`config.mk`:
```
export PLATFORM = sky130hd
export DESIGN_NAME = blise_cell
export DESIGN_NICKNAME = d
export VERILOG_FILES = /design/src/rtl/blise_pkg.sv /design/src/rtl/blise_cell.sv
export SDC_FILE = /design/constraint.sdc
export NUM_CORES = 1
export LEC_CHECK = 0
export BUFFER_PORTS_ARGS = -buffer_cell sky130_fd_sc_hd__clkbuf_2
export CAP_MARGIN = 15
export CELL_PAD_IN_SITES_DETAIL_PLACEMENT = 1
export CELL_PAD_IN_SITES_GLOBAL_PLACEMENT = 1
export CORE_UTILIZATION = 29
export CTS_CLUSTER_SIZE = 12
export DETAILED_ROUTE_END_ITERATION = 8
export PLACE_DENSITY = 0.83
export SLEW_MARGIN = 30
export SYNTH_ARGS = -nofsm -noshare
export SYNTH_HDL_FRONTEND = slang
export SYNTH_SLANG_ARGS = --single-unit
export TNS_END_PERCENT = 30
```
`constraint.sdc`:
```
create_clock -name clk -period 1.8 [get_ports clk]
set_clock_uncertainty 0.15 [all_clocks]
set_input_delay 0.36 -clock clk [delete_from_list [all_inputs] [get_ports clk]]
set_output_delay 0.36 -clock clk [all_outputs]
set_load 0.03 [all_outputs]
```
`src/rtl/blise_pkg.sv`:
```
`default_nettype none

package blise_pkg;

    // store capacity
    localparam int DEPTH = 64;

    // field widths fixed by the request and result formats
    localparam int DATA_W = 32;
    localparam int IDX_W  = 7;
    localparam int REQ_W  = 3;
    localparam int ST_W   = 2;

    // count holds 0 .. DEPTH
    localparam int CNT_W = $clog2(DEPTH + 1);
    // common width for index / count compares
    localparam int CMP_W = (CNT_W > IDX_W) ? CNT_W : IDX_W;

    // request codes
    localparam logic [REQ_W-1:0] REQ_INIT   = 3'd0;
    localparam logic [REQ_W-1:0] REQ_APPEND = 3'd1;
    localparam logic [REQ_W-1:0] REQ_ERASE  = 3'd2;
    localparam logic [REQ_W-1:0] REQ_GET    = 3'd3;
    localparam logic [REQ_W-1:0] REQ_SET    = 3'd4;

    // status codes
    localparam logic [ST_W-1:0] ST_OK    = 2'd0;
    localparam logic [ST_W-1:0] ST_FULL  = 2'd1;
    localparam logic [ST_W-1:0] ST_RANGE = 2'd2;

    // per-cell control
    typedef struct packed {
        logic load;   // take the broadcast word
        logic shift;  // take the upper neighbor's word
        logic sel;    // this cell is addressed by the request index
    } cell_ctrl_t;

endpackage

`default_nettype wire

```
`src/rtl/blise_cell.sv`:
```
`default_nettype none

module blise_cell
    import blise_pkg::*;
(
    input  wire logic              clk,
    input  wire logic              rst_n,
    input  wire cell_ctrl_t        ctrl,
    input  wire logic [DATA_W-1:0] load_data,
    input  wire logic [DATA_W-1:0] upper_data,
    output logic      [DATA_W-1:0] data,
    output logic      [DATA_W-1:0] rd_data
);

    logic [DATA_W-1:0] data_reg;
    logic [DATA_W-1:0] data_next;

    always_comb
    begin
        data_next = data_reg;
        if (ctrl.load)
        begin
            data_next = load_data;
        end
        else if (ctrl.shift)
        begin
            data_next = upper_data;
        end
    end

    always_ff @(posedge clk or negedge rst_n)
    begin
        if (!rst_n)
        begin
            data_reg <= '0;
        end
        else
        begin
            data_reg <= data_next;
        end
    end

    assign data    = data_reg;
    // gated so the row can be or-reduced
    assign rd_data = ctrl.sel ? data_reg : '0;

endmodule

`default_nettype wire

```
======== Word-level counts from Yosys, hierarchy flattened ========
Index checks and enable logic that the tools add are counted.
word-level totals
  output and inout port bits .............. 64
  register bits ........................... 32
  input bits .............................. 69
  logic and storage cells ................. 5
operators by class
  multiplexer cells ....................... 3
  reduce and logical (&&, ||, !) cells .... 1
operator list
  cell                count
  $mux W32            3
  $reduce_bool A2 Y1  1

======== Longest topological paths before layout ========
Gate-level depths: netlist (run 1).
  depth after elaboration ................. 2
  gate-level depth with buffers ........... 4
  gate-level depth less buffers ........... 2

======== Worst setup path after synthesis (run 1) ========
OpenSTA, ideal clock, no wires.
  path type ............................... input port to output port
  from .................................... input ctrl[0] in the netlist's numbering
  to ...................................... output rd_data[0]
  stages on the path ...................... 2
  arrival time ............................ 0.854 ns
  slack ................................... 0.436 ns
  path buffers ............................ 1
  required time ........................... 1.290 ns
  path through ............................ clkbuf_1 and2_1
between the ends
  longest elaborated chain between the ends .. 1
ends and longest elaborated chain
  element             RTL line          source
  start: declaration  blise_cell.sv:8   input wire cell_ctrl_t ctrl,
  $mux W32            blise_cell.sv:45  assign rd_data = ctrl.sel ? data_reg : '0;
  end: declaration    blise_cell.sv:12  output logic [DATA_W-1:0] rd_data
No other way between the ends.

======== Worst setup path after layout (run 1) ========
  from .................................... register data_reg[26], in the netlist data[26]
  to ...................................... output rd_data[26]
between the ends
  longest elaborated chain between the ends .. 1
ends and longest elaborated chain
  element                   RTL line          source
  start: declaration        blise_cell.sv:15  logic [DATA_W-1:0] data_reg;
  start signal: assignment  blise_cell.sv:39  data_reg <= data_next;
  $mux W32                  blise_cell.sv:45
No other way between the ends.

==> results of run 1 <==
==> worst min-delay path, stage by stage <==
cell and delay, ns:
clkbuf_2 0.08, nand2_1 0.04, o21ai_0 0.06
==> final timing paths <==
kind | endpoint | depth (start not counted) | slack (ns)
max | rd_data[26] | 2 | 0.27
min | data[29]$_DFFE_PN0P_ | 3 | 0.15
max reg2reg | data[8]$_DFFE_PN0P_ | 2 | 0.89
min reg2reg | data[4]$_DFFE_PN0P_ | 2 | 0.42
max in group asynchronous | data[12]$_DFFE_PN0P_ | 3 | 0.49
min in group asynchronous | data[28]$_DFFE_PN0P_ | 2 | 0.41
==> synthesized netlist by cell type <==
| library cell | number | area (sq um) |
|---|---|---|
| buf_6 | 1 | 11.3 |
| and2_1 | 32 | 200 |
| o21ai_2 | 2 | 17.5 |
| o21ai_0 | 2 | 10.0 |
| clkbuf_1 | 3 | 11.3 |
| o21ai_1 | 28 | 140 |
| nand2_1 | 32 | 120 |
| mux2i_1 | 32 | 320 |
| buf_2 | 7 | 35.0 |
| dfrtp_1 | 32 | 801 |
| buf_12 | 3 | 60.1 |
==> timing repair <==
action | 4_1_cts | 5_1_grt
setup buffers | 0 | 0
setup endpoints to repair | 0 | 0
hold buffers | 1 | 0
hold endpoints to repair | 14 | 0
==> final cells by class <==
class | count | area [sq um] | area share (%)
multi-input cells | 128 | 808 | 32.4
flip-flops and latches | 32 | 801 | 32.1
repair buffers | 139 | 728 | 29.2
well taps | 72 | 90.1 | 3.61
clock buffers | 5 | 68.8 | 2.76
==> through the flow <==
step	utilization, %	setup WS (ns)
2_1_floorplan	-	0.436
6_report	44.5	0.275
5_1_grt	44.5	0.205
3_3_place_gp	43.1	0.307
4_1_cts	44.5	0.255
3_5_place_dp	43.1	0.259
==> kinds of logic after synthesis <==
| logic type | after synthesis |
|---|---|
| flops | 32 |
| simple gates | 64 |
| buf+inv | 14 |
| compound gates | 32 |
| mux | 32 |
==> power groups by stage <==
stage	logic, uW	registers, uW	clock network, uW
floorplan	293	976	0
global placement	638	846	0
detailed placement	657	851	0
CTS	658	840	502
global route	700	848	531
finish	647	839	475
==> metal layers <==
| metal | vias to the layer above | global-route usage, % | wire length [microns] |
|---|---|---|---|
| met4 | 0 | 2.73 | 15 |
| met5 | - | 0 | 0 |
| met1 | 809 | 18.6 | 1910 |
| li1 | 838 | - | - |
| met2 | 71 | 32.2 | 2740 |
| met3 | 2 | 4.60 | 381 |
==> impl_metrics.py, run 1 <==
metrics = {
    "run_status": {
        "outcome": "finished clean",
    },
    "cells_and_area": {
        "mostFrequentLayoutCells": "132 x clkbuf_2, 32 x and2_1, 32 x mux2i_1, 32 x nand2_1, 32 x dfrtp_1",
        "layout.nets": 375,
        "diodes": 0,
        "stdcell_count": 376,
        "area.growth.synth_to_final_pct": 44.6,
        "nFillCells": 720,
        "final_area_sq_um": 2500,
        "final_common_cell": "clkbuf_2",
        "drive_above_1_share_pct": 47.7,
        "largest_reg_flops": 32,
    },
    "synthesis": {
        "yosys.area_share.simple_pct": 18.6,
        "synth_top_family_by_area": "multiplexers",
        "ys_seq_area_share_pct": 46.4,
        "synth_cell_types": 11,
        "synth_fa_ha_area_share_pct": 0,
        "synth_xor_area_share_pct": 0,
        "syn_area_per_cell_sq_um": 9.92,
        "ys_seq_elements": 32,
        "netlist_area_sq_um": 1730,
        "syn_nets": 243,
        "syn_inst": 174,
        "synthMuxAreaShare_pct": 18.6,
        "synth-compound-area-share_pct": 9.71,
        "ys_warn_count": 0,
    },
    "sta": {
        "timing.hold.ws_ns": 0.150,
        "max_slew_margin_pct": 71.9,
        "setup_violations": 0,
        "slew_viol_final": 0,
        "max_slew.worst_pin.slew_ns": 0.422,
        "fmax_ghz": 0.656,
        "finalCriticalPeriod_ns": 1.53,
        "rsz0062_at_grt": "false",
        "finalHoldViolations": 0,
        "finalSetupTns_ns": 0,
        "fin_crit_sh_pct": 84.7,
    },
    "floorplan": {
        "coreArea_sq_um": 5610,
        "die_area_sq_um": 6270,
        "die_x_microns": 79.2,
        "start_util_pct": 30.8,
        "num_io_pins": 133,
        "die_h_microns": 79.2,
        "rows": 27,
    },
    "clocking": {
        "cts.path.max_buffers": 2,
        "ctsResizeCount": 0,
        "cts_buffers": 5,
        "clkSinkCount": 32,
        "cts_root_buf": "clkbuf_8",
        "insertion_delay_ns": 0.27,
        "clk_pin_slew_ns": 0.06,
        "cts_tree": "built",
        "htreeDepth": 2,
    },
    "drt": {
        "first_iter_violations": 54,
        "postRouteAntennaNets": 0,
        "vias": 1720,
        "drc_errors": 0,
        "drt-total-wl_mm": 5.04,
        "viasPerCell": 4.57,
        "wl_per_cell_microns": 13.4,
        "drt_first_pass_iters": 4,
    },
    "critical_path": {
        "worst-path-buf-inv": 1,
        "rr_startpoint": "data[8]$_DFFE_PN0P_",
        "critPathMaxFanout": 3,
        "endpoint_kind": "primary output",
        "critPathRequiredTime_ns": 1.29,
        "crit_chain": "and2_1 > clkbuf_2",
        "cp_top_family": "flip-flops",
        "cp_slowest_cell": "dfrtp_1",
        "crit_start": "data[26]$_DFFE_PN0P_",
        "setup.worst_path.class": "flop to primary output",
        "cp.arrival_ns": 1.02,
        "crit_path_start_kind": "flop",
        "max_stage_delay_ns": 0.40,
    },
    "global_routing": {
        "grt_max_degree": 35,
        "grt_pass1_wl_mm": 8.20,
        "grt_usage_pct": 16.9,
        "grt_pass1_vias": 1695,
        "grt_antenna_before_repair": 0,
        "overflow": 0,
    },
    "hold_path": {
        "holdCritPathClass": "input pin to flop",
        "hp-start": "load_data[29]",
    },
    "power": {
        "cellPowerDensity_nw_per_um2": 785,
        "p_leak_uw": 0.00141,
        "fin_total_pwr_uw": 1960,
        "combPwrFrac_pct": 33.0,
        "swShare_pct": 35.6,
        "p_seq_share_pct": 42.8,
        "peakVddDrop_mv": 0.364,
        "netSwitchingPower_uw": 697,
        "p_int_uw": 1260,
        "clkPwrFrac_pct": 24.2,
    },
    "placement": {
        "io_buffers": 132,
        "dpl_cell_area_sq_um": 2420,
        "dp_cells": 370,
        "hpwl_mm": 4.03,
        "gp_congestion": 0.674,
    },
    "job": {
        "maxCapViolations": 0,
    },
}
(Power assumes the default switching activity.)
==> run 2: changes to the inputs <==
--- a/config.mk
+++ b/config.mk
@@ -9,10 +9,10 @@
 export CAP_MARGIN = 15
 export CELL_PAD_IN_SITES_DETAIL_PLACEMENT = 1
 export CELL_PAD_IN_SITES_GLOBAL_PLACEMENT = 1
-export CORE_UTILIZATION = 29
+export CORE_UTILIZATION = 25
 export CTS_CLUSTER_SIZE = 12
 export DETAILED_ROUTE_END_ITERATION = 8
-export PLACE_DENSITY = 0.83
+export PLACE_DENSITY = 0.76
 export SLEW_MARGIN = 30
 export SYNTH_ARGS = -nofsm -noshare
 export SYNTH_HDL_FRONTEND = slang
==> constraint.sdc (replaced) <==
create_clock -name clk -period 1.22 [get_ports clk]
set_clock_uncertainty 0.15 [all_clocks]
set_input_delay 0.244 -clock clk [delete_from_list [all_inputs] [get_ports clk]]
set_output_delay 0.244 -clock clk [all_outputs]
set_load 0.03 [all_outputs]
==> impl_metrics.py, run 2 (synthesis results as in run 1) <==
metrics = {
    "clocking": {
        "cts_tree": "built",
        "htreeDepth": 2,
        "cts.path.max_buffers": 2,
        "cts_buffers": 5,
        "cts_root_buf": "clkbuf_8",
        "clk_pin_slew_ns": 0.07,
        "insertion_delay_ns": 0.28,
        "clkSinkCount": 32,
    },
    "global_routing": {
        "grt_antenna_before_repair": 0,
        "overflow": 0,
        "grt_pass1_vias": 2069,
        "grt_max_degree": 35,
        "grt_usage_pct": 17.6,
        "grt_pass1_wl_mm": 9.85,
    },
    "drt": {
        "postRouteAntennaNets": 0,
        "drt_first_pass_iters": 3,
        "viasPerCell": 4.70,
        "vias": 1888,
        "drc_errors": 0,
        "wl_per_cell_microns": 15.9,
        "drt-total-wl_mm": 6.40,
        "first_iter_violations": 24,
    },
    "floorplan": {
        "rows": 29,
        "die_h_microns": 85.1,
        "start_util_pct": 26.6,
        "die_area_sq_um": 7240,
        "num_io_pins": 133,
        "coreArea_sq_um": 6490,
        "die_x_microns": 85.1,
    },
    "critical_path": {
        "endpoint_kind": "primary output",
        "rrSetupSlack_ns": 0.15,
        "rr_startpoint": "data[6]$_DFFE_PN0P_",
        "max_stage_delay_ns": 0.42,
        "setup.worst_path.class": "flop to primary output",
        "reg2reg_depth": 3,
        "r2r-end": "data[6]$_DFFE_PN0P_",
        "cp_slowest_cell": "dfrtp_1",
        "crit_chain": "and2_4 > buf_8",
        "cp.arrival_ns": 0.99,
        "crit_path_start_kind": "flop",
        "critPathRequiredTime_ns": 0.83,
        "critPathMaxFanout": 3,
    },
    "sta": {
        "max_slew_margin_pct": 85.7,
        "fmax_ghz": 0.723,
        "finalHoldViolations": 0,
        "fin_crit_sh_pct": 113,
        "worst_slack_ns": -0.163,
        "max_slew.worst_pin.slew_ns": 0.208,
        "setup_violations": 62,
        "slew_viol_final": 0,
        "rsz0062_at_grt": "true",
        "finalSetupTns_ns": -6.60,
        "timing.hold.ws_ns": 0.0272,
        "finalCriticalPeriod_ns": 1.38,
    },
    "power": {
        "cellPowerDensity_nw_per_um2": 1040,
        "p_leak_uw": 0.00175,
        "peakVddDrop_mv": 0.500,
        "fin_total_pwr_uw": 3490,
    },
    "job": {
        "maxCapViolations": 0,
    },
    "cells_and_area": {
        "layout.nets": 394,
        "area.growth.synth_to_final_pct": 94.3,
        "diodes": 0,
        "mostFrequentLayoutCells": "68 x clkbuf_2, 37 x buf_8, 32 x mux2i_1, 32 x nand2_1, 32 x dfrtp_1",
        "largest_reg_flops": 32,
        "drive_above_1_share_pct": 58.2,
        "final_area_sq_um": 3350,
        "final_common_cell": "clkbuf_2",
    },
    "hold_path": {
        "hold_depth": 3,
        "hold-path-endpoint": "data[16]$_DFFE_PN0P_",
        "holdCritPathClass": "input pin to flop",
        "hp-start": "load_data[16]",
    },
    "run_status": {
        "outcome": "complete, but fails checks",
        "failed_checks": "setup timing",
    },
    "placement": {
        "dpl_cell_area_sq_um": 2490,
        "pre_cts_ws_ns": -0.0515,
        "hpwl_mm": 3.90,
        "gp_congestion": 0.735,
        "io_buffers": 132,
    },
}
-- run 2: timing repair --
action                                  CTS  global route
gates resized for setup                 136            68
pin swaps                                24             1
hold buffers                              1             0
setup buffers                            18             0
hold endpoints to repair                 32             0
endpoints found under the setup margin   64            64
-- run 2: area by class of cell --
class                   count  area [sq um]
fillers                   706          3140
repair buffers            158          1510
multi-input cells         128           868
flip-flops and latches     32           801
well taps                  77          96.3
clock buffers               6          72.6
clock inverters             1          5.00
-- run 2: worst max path at each step --
| stage | startpoint | end | slack (ns) | cells past startpoint |
|---|---|---|---|---|
| after floorplan | data[18]$_DFFE_PN0P_ | rd_data[18] | -0.02 | 1 |
| after global placement | ctrl[0] | rd_data[28] | -0.04 | 4 |
| after detailed placement | ctrl[0] | rd_data[19] | -0.05 | 4 |
| after CTS | data[23]$_DFFE_PN0P_ | rd_data[23] | -0.17 | 2 |
| after global routing | data[6]$_DFFE_PN0P_ | rd_data[6] | -0.20 | 2 |
| final | data[26]$_DFFE_PN0P_ | rd_data[26] | -0.16 | 2 |
-- run 2: critical path, delay by kind of cell (launching register included) --
kind	cells	cell delay, ns
simple gates	1	0.16
flops	1	0.42
buf+inv	1	0.13
-- run 2: metrics by stage --
stage                     std cells  util [%]
after floorplan                 174         -
after global placement          376      38.4
after detailed placement        376      38.4
after CTS                       402      49.8
after global routing            402      51.6
final                           402      51.6
-- run 2: layer usage --
layer  GRT usage [%]  part of all wire (%)
met5               0                     0
met4            4.16                   1.8
met3            4.18                   5.5
met2            35.9                    58
met1            17.7                    35
-- run 2: report_power, final --
group	internal, uW	switching (uW)
combinational	763	723
clock	387	376
sequential	1160	84.3
